<file path="src/design/knr_pkg.sv">
// Shared types and constants for the k-mer neighbor and reverse-complement block.
`default_nettype none

package knr_pkg;

    // Number of 64-bit words that carry bases (1 or 2).
    localparam int KMER_WORDS = 2;
    // Port-side k-mer width and base count are fixed at two words.
    localparam int KMER_BITS  = 128;
    localparam int BASES      = KMER_BITS / 2;
    localparam int MAX_K      = 32 * KMER_WORDS;
    localparam int LEN_W      = 7;
    localparam int SHIFT_W    = 8;
    localparam int MASK_W     = 8;

    // Configuration register indexes.
    localparam logic [1:0] REG_KMER_LENGTH = 2'd0;
    localparam logic [1:0] REG_COLOR_SPACE = 2'd1;

    typedef enum logic [1:0] {
        ACT_EDGES   = 2'd0,
        ACT_REVCOMP = 2'd1,
        ACT_CANON   = 2'd2,
        ACT_UNUSED  = 2'd3
    } action_t;

    typedef enum logic [1:0] {
        DIR_PRE  = 2'd0,
        DIR_SUC  = 2'd1,
        DIR_NONE = 2'd2
    } direction_t;

    // Item as it enters the pipeline, with the length already clamped.
    typedef struct packed {
        action_t                action;
        logic [KMER_BITS-1:0]   kmer;
        logic [MASK_W-1:0]      edge_mask;
        logic [LEN_W-1:0]       klen;
        logic                   color_space;
    } in_item_t;

    // Item handed to the emit stage: everything needed for all its results.
    typedef struct packed {
        logic                   is_edge;
        logic [MASK_W-1:0]      pending;
        logic [KMER_BITS-1:0]   pre;
        logic [KMER_BITS-1:0]   suc;
        logic [KMER_BITS-1:0]   spos;
        logic [KMER_BITS-1:0]   single;
    } res_item_t;

endpackage

`default_nettype wire

</file>
<file path="src/design/knr_front.sv">
// Three-stage front pipeline: input register, reverse complement with neighbor bases, canonical compare.
`default_nettype none

module knr_front
    import knr_pkg::*;
(
    input  wire logic      clk,
    input  wire logic      rst_n,
    input  wire logic      in_valid,
    output logic           in_ready,
    input  wire in_item_t  in_item,
    output logic           out_valid,
    input  wire logic      out_ready,
    output res_item_t      out_item
);

    typedef struct packed {
        action_t                action;
        logic [KMER_BITS-1:0]   kmer;
        logic [MASK_W-1:0]      edge_mask;
        logic [KMER_BITS-1:0]   rc;
        logic [KMER_BITS-1:0]   pre;
        logic [KMER_BITS-1:0]   suc;
        logic [KMER_BITS-1:0]   spos;
    } s2_t;

    logic       s1_valid_reg, s2_valid_reg, s3_valid_reg;
    logic       s1_ready, s2_ready, s3_ready;
    logic       in_useful;
    in_item_t   s1_reg;
    s2_t        s2_next, s2_reg;
    res_item_t  s3_next, s3_reg;

    logic [KMER_BITS-1:0] rev_full;
    logic [SHIFT_W-1:0]   rc_shift;
    logic [SHIFT_W-1:0]   len2;
    logic [KMER_BITS-1:0] clr_mask;
    logic                 kmer_less;

    // Stall chain: a stage advances when the one after it is empty or moving
    assign s3_ready = !s3_valid_reg || out_ready;
    assign s2_ready = !s2_valid_reg || s3_ready;
    assign s1_ready = !s1_valid_reg || s2_ready;
    assign in_ready = s1_ready;

    // Drop items that cause no result right at the entry
    assign in_useful = (in_item.action == ACT_REVCOMP) || (in_item.action == ACT_CANON)
                    || ((in_item.action == ACT_EDGES) && (in_item.edge_mask != '0));

    // Stage 1: register the item
    always_ff @(posedge clk or negedge rst_n)
    begin
        if (!rst_n)
        begin
            s1_valid_reg <= 1'b0;
        end
        else if (s1_ready)
        begin
            s1_valid_reg <= in_valid && in_useful;
        end
    end

    always_ff @(posedge clk)
    begin
        if (s1_ready)
        begin
            s1_reg <= in_item;
        end
    end

    // Stage 2: reverse all bases, complement unless color space, align to k
    always_comb
    begin
        for (int p = 0; p < BASES; p++)
        begin
            rev_full[2*p +: 2] = s1_reg.kmer[2*(BASES-1-p) +: 2]
                               ^ {2{!s1_reg.color_space}};
        end
    end

    assign rc_shift = {LEN_W'(BASES) - s1_reg.klen, 1'b0};
    assign len2     = {s1_reg.klen, 1'b0};
    assign clr_mask = (s1_reg.klen < LEN_W'(MAX_K))
                    ? (KMER_BITS'(2'b11) << len2) : '0;

    // Stage 2: predecessor base, successor base and successor code position
    always_comb
    begin
        s2_next.action    = s1_reg.action;
        s2_next.kmer      = s1_reg.kmer;
        s2_next.edge_mask = s1_reg.edge_mask;
        s2_next.rc        = rev_full >> rc_shift;
        s2_next.pre       = (s1_reg.kmer << 2) & ~clr_mask;
        if (KMER_WORDS < 2)
        begin
            s2_next.pre[KMER_BITS-1:KMER_BITS/2] = '0;
        end
        s2_next.suc       = s1_reg.kmer >> 2;
        s2_next.spos      = KMER_BITS'(2'b11) << (len2 - SHIFT_W'(2));
    end

    always_ff @(posedge clk or negedge rst_n)
    begin
        if (!rst_n)
        begin
            s2_valid_reg <= 1'b0;
        end
        else if (s2_ready)
        begin
            s2_valid_reg <= s1_valid_reg;
        end
    end

    always_ff @(posedge clk)
    begin
        if (s2_ready)
        begin
            s2_reg <= s2_next;
        end
    end

    // Stage 3: canonical compare, word 0 ranks first
    assign kmer_less = (s2_reg.kmer[63:0] < s2_reg.rc[63:0])
                    || ((s2_reg.kmer[63:0] == s2_reg.rc[63:0])
                        && (s2_reg.kmer[127:64] < s2_reg.rc[127:64]));

    always_comb
    begin
        s3_next.is_edge = (s2_reg.action == ACT_EDGES);
        s3_next.pending = (s2_reg.action == ACT_EDGES) ? s2_reg.edge_mask : MASK_W'(1);
        s3_next.pre     = s2_reg.pre;
        s3_next.suc     = s2_reg.suc;
        s3_next.spos    = s2_reg.spos;
        s3_next.single  = ((s2_reg.action == ACT_CANON) && kmer_less)
                        ? s2_reg.kmer : s2_reg.rc;
    end

    always_ff @(posedge clk or negedge rst_n)
    begin
        if (!rst_n)
        begin
            s3_valid_reg <= 1'b0;
        end
        else if (s3_ready)
        begin
            s3_valid_reg <= s2_valid_reg;
        end
    end

    always_ff @(posedge clk)
    begin
        if (s3_ready)
        begin
            s3_reg <= s3_next;
        end
    end

    assign out_valid = s3_valid_reg;
    assign out_item  = s3_reg;

    // Every item reaching the emit side causes at least one result
    a_pending_nonzero: assert property (@(posedge clk) disable iff (!rst_n)
        s3_valid_reg |-> (s3_reg.pending != '0))
        else $error("front item without pending results");

    // A stalled last stage keeps its item
    a_s3_hold: assert property (@(posedge clk) disable iff (!rst_n)
        (s3_valid_reg && !out_ready) |=> (s3_valid_reg && $stable(s3_reg)))
        else $error("stalled front item lost or changed");

endmodule

`default_nettype wire

</file>
<file path="src/design/knr_emit.sv">
// Emit stage: walks the pending result bits of one item and feeds the output register.
`default_nettype none

module knr_emit
    import knr_pkg::*;
(
    input  wire logic       clk,
    input  wire logic       rst_n,
    input  wire logic       in_valid,
    output logic            in_ready,
    input  wire res_item_t  in_item,
    output logic            out_valid,
    input  wire logic       out_ready,
    output logic [KMER_BITS-1:0] out_kmer,
    output direction_t      out_direction,
    output logic [1:0]      out_code,
    output logic            out_last
);

    logic                  hold_valid_reg;
    res_item_t             hold_reg;
    logic [MASK_W-1:0]     rem_next;
    logic [2:0]            pick;
    logic                  pick_last;
    logic                  out_load;
    logic                  step;

    logic                  m_valid_reg;
    logic [KMER_BITS-1:0]  m_kmer_reg, m_kmer_next;
    direction_t            m_dir_reg, m_dir_next;
    logic [1:0]            m_code_reg, m_code_next;
    logic                  m_last_reg;

    // Lowest pending result goes first: predecessors, then successors
    always_comb
    begin
        pick = 3'd0;
        for (int i = MASK_W - 1; i >= 0; i--)
        begin
            if (hold_reg.pending[i])
            begin
                pick = 3'(i);
            end
        end
        rem_next  = hold_reg.pending & ~(MASK_W'(1) << pick);
        pick_last = (rem_next == '0);
    end

    // Build the picked result
    always_comb
    begin
        if (!hold_reg.is_edge)
        begin
            m_kmer_next = hold_reg.single;
            m_dir_next  = DIR_NONE;
            m_code_next = 2'd0;
        end
        else if (!pick[2])
        begin
            m_kmer_next = hold_reg.pre | KMER_BITS'(pick[1:0]);
            m_dir_next  = DIR_PRE;
            m_code_next = pick[1:0];
        end
        else
        begin
            m_kmer_next = hold_reg.suc | (hold_reg.spos & {(KMER_BITS/2){pick[1:0]}});
            m_dir_next  = DIR_SUC;
            m_code_next = pick[1:0];
        end
    end

    assign out_load = !m_valid_reg || out_ready;
    assign step     = hold_valid_reg && out_load;
    assign in_ready = !hold_valid_reg || (step && pick_last);

    // Hold the item until its last result has moved to the output register
    always_ff @(posedge clk or negedge rst_n)
    begin
        if (!rst_n)
        begin
            hold_valid_reg <= 1'b0;
        end
        else if (in_ready)
        begin
            hold_valid_reg <= in_valid;
        end
    end

    always_ff @(posedge clk)
    begin
        if (in_valid && in_ready)
        begin
            hold_reg <= in_item;
        end
        else if (step)
        begin
            hold_reg.pending <= rem_next;
        end
    end

    // Output register: loads whenever empty or being taken
    always_ff @(posedge clk or negedge rst_n)
    begin
        if (!rst_n)
        begin
            m_valid_reg <= 1'b0;
        end
        else if (out_load)
        begin
            m_valid_reg <= step;
        end
    end

    always_ff @(posedge clk)
    begin
        if (step)
        begin
            m_kmer_reg <= m_kmer_next;
            m_dir_reg  <= m_dir_next;
            m_code_reg <= m_code_next;
            m_last_reg <= pick_last;
        end
    end

    assign out_valid     = m_valid_reg;
    assign out_kmer      = m_kmer_reg;
    assign out_direction = m_dir_reg;
    assign out_code      = m_code_reg;
    assign out_last      = m_last_reg;

    // A held item always has something left to send
    a_hold_pending: assert property (@(posedge clk) disable iff (!rst_n)
        hold_valid_reg |-> (hold_reg.pending != '0))
        else $error("held item with nothing pending");

    // Reverse complement and canonical items give a single result
    a_single_onehot: assert property (@(posedge clk) disable iff (!rst_n)
        (hold_valid_reg && !hold_reg.is_edge) |-> $onehot(hold_reg.pending))
        else $error("non-edge item with several pending results");

    // Non-edge results close their item and carry no code
    a_none_last: assert property (@(posedge clk) disable iff (!rst_n)
        (m_valid_reg && (m_dir_reg == DIR_NONE)) |-> (m_last_reg && (m_code_reg == 2'd0)))
        else $error("non-edge result not last or with a code");

endmodule

`default_nettype wire

</file>
<file path="src/design/kmer_neighbor_and_revcomp.sv">
// Top level of the k-mer neighbor expansion and reverse-complement block.
//
// Usage:
//   s_* channel takes one item: s_tuser holds the action (0 expand edges,
//   1 reverse complement, 2 canonical form), s_tdata the two k-mer words and
//   the edge mask. m_* channel gives the results, m_tlast on the final result
//   of an item. Action 3 and an edge item with an empty mask are accepted and
//   give nothing.
//   cfg_we/cfg_index/cfg_data write kmer_length (index 0) and color_space
//   (index 1); write them only while no item is in flight.
//   Results pass the three front stages, the emit hold and output registers.
//   Reverse complement and canonical items flow at one per cycle while
//   m_tready is high; an edge item holds the emit stage for one result per
//   set mask bit (1 to 8); the single output register sends one per cycle.
//   Reset clears all valid bits and sets kmer_length 31, color_space 0.
//   When m_tready is low the output register holds, the emit stage and the
//   three front stages fill up, then s_tready drops; nothing is lost.
`default_nettype none

module kmer_neighbor_and_revcomp
    import knr_pkg::*;
(
    input  wire logic         clk,
    input  wire logic         rst_n,
    // item in
    input  wire logic         s_tvalid,
    output logic              s_tready,
    input  wire logic [135:0] s_tdata,   // kmer_word0, kmer_word1, edge_mask
    input  wire logic [1:0]   s_tuser,   // action
    // result out
    output logic              m_tvalid,
    input  wire logic         m_tready,
    output logic [135:0]      m_tdata,   // result_word0, result_word1, added_code, zero pad
    output logic [1:0]        m_tuser,   // direction
    output logic              m_tlast,
    // configuration
    input  wire logic         cfg_we,
    input  wire logic [1:0]   cfg_index,
    input  wire logic [6:0]   cfg_data
);

    logic [LEN_W-1:0]     kmer_length_reg;
    logic                 color_space_reg;
    logic [LEN_W-1:0]     klen_eff;
    in_item_t             in_item;
    logic                 f_valid, f_ready;
    res_item_t            f_item;
    logic [KMER_BITS-1:0] r_kmer;
    direction_t           r_dir;
    logic [1:0]           r_code;

    // Configuration registers
    always_ff @(posedge clk or negedge rst_n)
    begin
        if (!rst_n)
        begin
            kmer_length_reg <= LEN_W'(31);
            color_space_reg <= 1'b0;
        end
        else if (cfg_we)
        begin
            unique case (cfg_index)
                REG_KMER_LENGTH: kmer_length_reg <= cfg_data[LEN_W-1:0];
                REG_COLOR_SPACE: color_space_reg <= cfg_data[0];
                default: ;
            endcase
        end
    end

    // Clamp length to 1..MAX_K
    assign klen_eff = (kmer_length_reg == '0) ? LEN_W'(1)
                    : (kmer_length_reg > LEN_W'(MAX_K)) ? LEN_W'(MAX_K)
                    : kmer_length_reg;

    // Unpack the input item
    always_comb
    begin
        in_item.action      = action_t'(s_tuser);
        in_item.kmer[63:0]  = s_tdata[63:0];
        in_item.kmer[127:64] = (KMER_WORDS >= 2) ? s_tdata[127:64] : 64'd0;
        in_item.edge_mask   = s_tdata[135:128];
        in_item.klen        = klen_eff;
        in_item.color_space = color_space_reg;
    end

    knr_front u_front
    (
        .clk       (clk),
        .rst_n     (rst_n),
        .in_valid  (s_tvalid),
        .in_ready  (s_tready),
        .in_item   (in_item),
        .out_valid (f_valid),
        .out_ready (f_ready),
        .out_item  (f_item)
    );

    knr_emit u_emit
    (
        .clk           (clk),
        .rst_n         (rst_n),
        .in_valid      (f_valid),
        .in_ready      (f_ready),
        .in_item       (f_item),
        .out_valid     (m_tvalid),
        .out_ready     (m_tready),
        .out_kmer      (r_kmer),
        .out_direction (r_dir),
        .out_code      (r_code),
        .out_last      (m_tlast)
    );

    // Pack the result item
    assign m_tdata = {6'd0, r_code, r_kmer};
    assign m_tuser = r_dir;

endmodule

`default_nettype wire
</file>
<file path="config.mk">
export PLATFORM = sky130hd
export DESIGN_NAME = kmer_neighbor_and_revcomp
export DESIGN_NICKNAME = d
export VERILOG_FILES = /design/src/design/knr_pkg.sv /design/src/design/knr_front.sv /design/src/design/knr_emit.sv /design/src/design/kmer_neighbor_and_revcomp.sv
export SDC_FILE = /design/constraint.sdc
export NUM_CORES = 2
export LEC_CHECK = 0
export ABC_AREA = 1
export BUFFER_PORTS_ARGS = -buffer_cell sky130_fd_sc_hd__buf_2
export CAP_MARGIN = 10
export CORE_ASPECT_RATIO = 0.7
export CORE_MARGIN = 1
export CORE_UTILIZATION = 43
export DETAILED_ROUTE_END_ITERATION = 6
export PLACE_DENSITY = 0.56
export SKIP_LAST_GASP = 1
export SYNTH_ARGS = -nofsm -noshare
export SYNTH_HDL_FRONTEND = slang
export SYNTH_SLANG_ARGS = --single-unit
</file>
<file path="constraint.sdc">
create_clock -name clk -period 59.3 [get_ports clk]
set_input_delay 5.93 -clock clk [delete_from_list [all_inputs] [get_ports clk]]
set_output_delay 5.93 -clock clk [all_outputs]
set_load 0.01 [all_outputs]
</file>
* Word level (Yosys, flattened, before mapping) *
Index checks and enable logic that the tools add are counted.

word-level totals
  register bits after elaboration = 1978
  bits of input ports = 152
  output and inout bits = 141
  logic and storage cells = 169

cells by class
  add/subtract/negate cells = 2
  magnitude comparators = 4
  eq/ne operators = 5
  shift-type cells = 4
  muxes and demuxes = 16
  bitwise logic cells = 71
  reductions and logical operators = 31

operators with widths
  operator                                            count
  two-way mux 128 bit                                 4
  bitwise AND 128 bit                                 2
  left shift 2 x 8 -> 128 bit (first input constant)  2
  < comparator 64 bit                                 2
  inverter 128 bit                                    1
  OR 126 x 128 -> 128 bit                             1
  OR 128 x 2 -> 128 bit                               1
  >> shifter 128 x 8 -> 128 bit                       1
  XOR 2 bit                                           64
  equality test 64 bit                                1
  two-way mux 3 bit                                   8
  two-way mux 8 bit                                   2
  bitwise AND 8 bit                                   1
  zero test 8 bit                                     1
  logical OR 1 bit                                    8
  inverter 8 bit                                      1
  nonzero test 8 bit                                  1
  left shift 1 x 3 -> 8 bit (first input constant)    1
  subtractor 8 x 2 -> 8 bit (second input constant)   1
  > comparator 7 bit (second input constant)          1
  logical AND 1 bit                                   7
  zero test 7 bit                                     1
  < comparator 7 bit (second input constant)          1
  two-way mux 7 bit                                   1
  other kinds (9)                                     19

* Depth between registers and ports, before layout *
  depth after elaboration = 17
  depth in mapped cells = 20

* Modules after synthesis *
Synthesis repeated with hierarchy kept, for this count alone.

second synthesis, totals
  cells, all modules = 6096
  area, all modules = 73215.2 µm²

by module, submodules not included
  module                     times used  cells an instance  area an instance (µm²)  sequential area each (µm²)
  knr_front                  1           4453               48941.9                 31755.5
  knr_emit                   1           1585               23799.1                 19688.9
  kmer_neighbor_and_revcomp  1           58                 474.2                   206.4

* Least setup slack after synthesis *
Ideal clock, no wire load.

  path kind = input-to-output
  start = input m_tready
  end = output s_tready
  data arrival time = 25.385 ns
  path slack = 27.985 ns
  cell stages on the path = 5
  buffers on the path = 0
  path through = inv_1 nand2_1 nand3_2 nand4_1 or2_1

on the way
  word-level cells in the longest chain between the ends = 7

RTL lines
  item                        line                             text
  from (decl)                 kmer_neighbor_and_revcomp.sv:32  input wire logic m_tready,
  logical OR 1 bit            knr_emit.sv:72                   assign out_load = !m_valid_reg || out_ready;
  logical AND 1 bit           knr_emit.sv:73                   assign step = hold_valid_reg && out_load;
  logical AND 1 bit           knr_emit.sv:74                   assign in_ready = !hold_valid_reg || (step && pick_last);
  logical OR 1 bit            knr_emit.sv:74
  logical OR 1 bit            knr_front.sv:41                  assign s3_ready = !s3_valid_reg || out_ready;
  logical OR 1 bit            knr_front.sv:42                  assign s2_ready = !s2_valid_reg || s3_ready;
  named net u_front.s2_ready  knr_front.sv:28                  logic s1_ready, s2_ready, s3_ready;
  logical OR 1 bit            knr_front.sv:43                  assign s1_ready = !s1_valid_reg || s2_ready;
  to (decl)                   kmer_neighbor_and_revcomp.sv:27  output logic s_tready,

The timed path passes the listed nets, and every way through them passes these cells.

* Worst setup path in the final report *
Same ends and word-level chain as after synthesis.

==> flow_metrics.env <==
export IMPL_status="complete, no violations"
export IMPL_ant_nets=0
export IMPL_path_max_fanout=61
export IMPL_cts_tree="built"
export IMPL_p_sw_w=0.00112
export IMPL_grt_pass1_wl_um=316000
export IMPL_first_pass_iters=6
export IMPL_clock_path_buffers=3
export IMPL_synth_top_family_by_area="simple AND/OR/NAND/NOR gates"
export IMPL_drc_errors=0
export IMPL_htree_levels=4
export IMPL_drv_slew=0
export IMPL_place_congestion=1.01
export IMPL_crit_family="simple AND/OR/NAND/NOR gates"
export IMPL_drtIter0Drc=5589
export IMPL_slew_headroom=0.134
export IMPL_seq_power_share=0.450
export IMPL_grt_usage=0.272
export IMPL_required_ns=53.37
export IMPL_cts_inserted_buffers=159
export IMPL_rsz0062_at_grt="false"
export IMPL_worstPathCellList="buf_2, inv_1, nand2_1, nand3_2, nand4_1, buf_4, or2_4, buf_2"
export IMPL_max_freq_ghz=0.0709
export IMPL_slowest_stage="or2_4"
export IMPL_crit_path_frequent_cell="buf_2"
export IMPL_worst_slew_pin_slew_ns=1.29
export IMPL_synth_seq_cells=1654
export IMPL_p_int_w=0.00213
export IMPL_p_per_area_nw_per_um2=41.3
export IMPL_post_route_period_util=0.238
export IMPL_worstSetupStartpointType="primary input"
export IMPL_crit_buf_inv=4
export IMPL_grt_max_degree=157
export IMPL_drt_wl_total_um=226000
export IMPL_pre_cts_slack_ns=45.15
export IMPL_gr_total_overflow=0
export IMPL_critical_path_class="in2out"
export IMPL_coreArea_um2=162000
export IMPL_muxShareOfSynthArea=0.00884
export IMPL_viasPerCell=5.45
export IMPL_placed_cell_area_um2=73700
export IMPL_ys_flop_type="edfxtp_1"
export IMPL_arrival_ns=8.18
export IMPL_syn_to_final_growth_pct=11.9
export IMPL_syn_inst=5879
export IMPL_synth_cell_types=50
export IMPL_ioPinCount=293
export IMPL_ys_seq_area_frac=0.705
export IMPL_clk_pin_slew_ns=0.06
export IMPL_cts_hold_buffers=0
export IMPL_vias=45500
export IMPL_synth_edf_count=1641
export IMPL_post_cts_resized=0
export IMPL_p_leak_nw=29.6
export IMPL_maxCapViolations=0
export IMPL_io_buffers=286
export IMPL_syn_cell_area_um2=70300
export IMPL_setup_slack_ns=45.19
export IMPL_endpoint_kind="output port"
export IMPL_finalNetCount=6376
export IMPL_cts_root_buf="clkbuf_16"
export IMPL_post_cts_repair_setup_buffers=0
export IMPL_cp_slowest_stage_delay_ns=0.74
export IMPL_final_hold_viol_count=0
export IMPL_die_h_um=340
export IMPL_finClkSkew_ns=0.0361
export IMPL_synth_fa_ha_area_frac=0.0240
export IMPL_largest_reg_flops=456
export IMPL_die_w_um=485
export IMPL_ys_async_sr_fraction=0.00786
export IMPL_final_layout_size_suffix_gt1_frac=0.103
export IMPL_antenna_found_initial=22
export IMPL_post_dp_hpwl_um=163000
export IMPL_hold_class="reg2reg"
export IMPL_vdd_drop_max_uv=25.8
export IMPL_synthSimpleGateAreaFrac=0.129
export IMPL_share_comb_of_total_power=0.247
export IMPL_grt_pass1_vias=42200
export IMPL_cts_sinks=1654
export IMPL_insertion_delay_ns=0.84
export IMPL_initial_core_util=0.435
export IMPL_setup_tns_ns=0
export IMPL_placementRows=123
export IMPL_synth_xor_area_frac=0.0183
export IMPL_fp_dieArea_um2=165000
export IMPL_p_clk_frac=0.303
export IMPL_synth_compound_area_frac=0.0641
export IMPL_r2r_setup_slack_ns=53.85
export IMPL_syn_area_per_cell_um2=12.0
export IMPL_setup_viol=0
export IMPL_design_area_um2=78700
export IMPL_layout_min_cycle_time_ns=14.11
export IMPL_yosysWarnings=0
export IMPL_avgRoutedWirePerCell_um=27.1
export IMPL_p_sw_frac=0.344
-- final timing paths --
path	startpoint	to	cells after the start
max in group asynchronous	rst_n	kmer_length_reg[0]$_DFFE_PN1P_	1
min reg2reg	u_front.s2_reg[356]$_DFFE_PP_	u_front.out_item[484]$_DFFE_PP_	0
min in group asynchronous	rst_n	u_emit.out_valid$_DFFE_PN0P_	1
max	m_tready	s_tready	8
min	u_front.s2_reg[356]$_DFFE_PP_	u_front.out_item[484]$_DFFE_PP_	0
max reg2reg	u_emit.hold_reg[516]$_DFFE_PP_	u_emit.hold_reg[478]$_DFFE_PP_	14
-- power groups by stage --
stage               clock network [W]  logic [W]  registers, W
floorplan                           0   0.000451       0.00150
global placement                    0   0.000781       0.00149
detailed placement                  0   0.000780       0.00149
CTS                           0.00101   0.000784       0.00146
global route                  0.00105   0.000848       0.00147
finish                       0.000986   0.000802       0.00146
-- kinds of logic (layout without fill, tap and decap cells) --
family / count (synthesis) / in the layout
AOI/OAI and AO/OA: 842 / 842
xor gates and xnor gates: 144 / 144
adders and majority gates: 135 / 135
buffers and inverters: 848 / 1182
DFF: 1654 / 1654
muxes: 62 / 62
other: 1 / 11
and+or+nand+nor: 2193 / 2193
-- synth_stat cells, types with 2 or more instances --
cell type     n  area [um^2]
a21oi_1     319         1600
and3_1        2         12.5
dfrtp_1       8          200
inv_2         6         22.5
ha_1        135         1690
edfxtp_1   1641        49300
nand4_1      40          250
a31oi_1       5         31.3
clkinv_1      4         15.0
nand2_1    1271         4770
or2_0         2         12.5
o211ai_1     78          586
buf_8         3         45.0
o311ai_0      2         17.5
inv_1       521         1960
o21ai_1     137          686
buf_1        34          128
nor3_1       43          215
or2_2        17          106
xnor2_2       3         48.8
nor4_1        5         31.3
nand3_1     404         2020
a21o_1        2         15.0
o21ai_2       2         17.5
xor2_1       37          324
mux2i_1      61          611
buf_6        12          135
clkbuf_1    139          522
nor2_2        2         12.5
or2_1        36          225
buf_2       103          515
nor2_1      367         1380
o21ai_0     274         1370
xnor2_1     104          911
inv_4         2         12.5
o31ai_1      14          105
o21a_1        4         30.0
buf_4        23          173
o211ai_2      2         25.0
dfstp_2       5          131
-- cell usage in the layout (no fill, tap or decap), types with 14 or more instances in the layout --
cell,Yosys,layout
clkbuf_16,0,160
or2_1,36,35
buf_4,23,67
o21ai_1,137,139
nand3_1,404,403
xnor2_1,104,104
clkinv_2,0,30
inv_1,521,517
nor2_1,367,363
nand2_1,1271,1269
o31ai_1,14,14
edfxtp_1,1641,1641
o21ai_0,274,272
nand4_1,40,40
or2_2,17,17
clkbuf_1,139,29
o211ai_1,78,78
xor2_1,37,36
buf_2,103,286
a21oi_1,319,319
nor3_1,43,43
mux2i_1,61,61
ha_1,135,133
clkinv_1,4,43
-- per-layer routing --
metal / part of all wire / global-route usage
met3: 0.075 / 0.0458
met1: 0.48 / 0.424
met4: 0.022 / 0.0668
met2: 0.43 / 0.391
met5: 0.00030 / 0
-- through the flow --
| stage | util | hold WS, ns | total power, W | instances |
|---|---|---|---|---|
| after CTS | 0.487 | 0.392 | 0.00325 | 8343 |
| after global routing | 0.487 | 0.409 | 0.00337 | 8343 |
| after global placement | 0.456 | 0.401 | 0.00227 | 8052 |
| after floorplan | - | 0.400 | 0.00195 | 5884 |
| after detailed placement | 0.456 | 0.405 | 0.00227 | 8053 |
| final | 0.487 | 0.401 | 0.00325 | 8348 |
-- final cells by class --
type	count	area (um^2)
fillers	14500	82900
inverters	533	2050
flip-flops and latches	1654	49600
diodes	5	12.5
clock buffers	189	4110
multi-input cells	3382	17300
well taps	2125	2660
clock inverters	101	900
repair buffers	359	2050
Power figures use the tool's default switching activity.
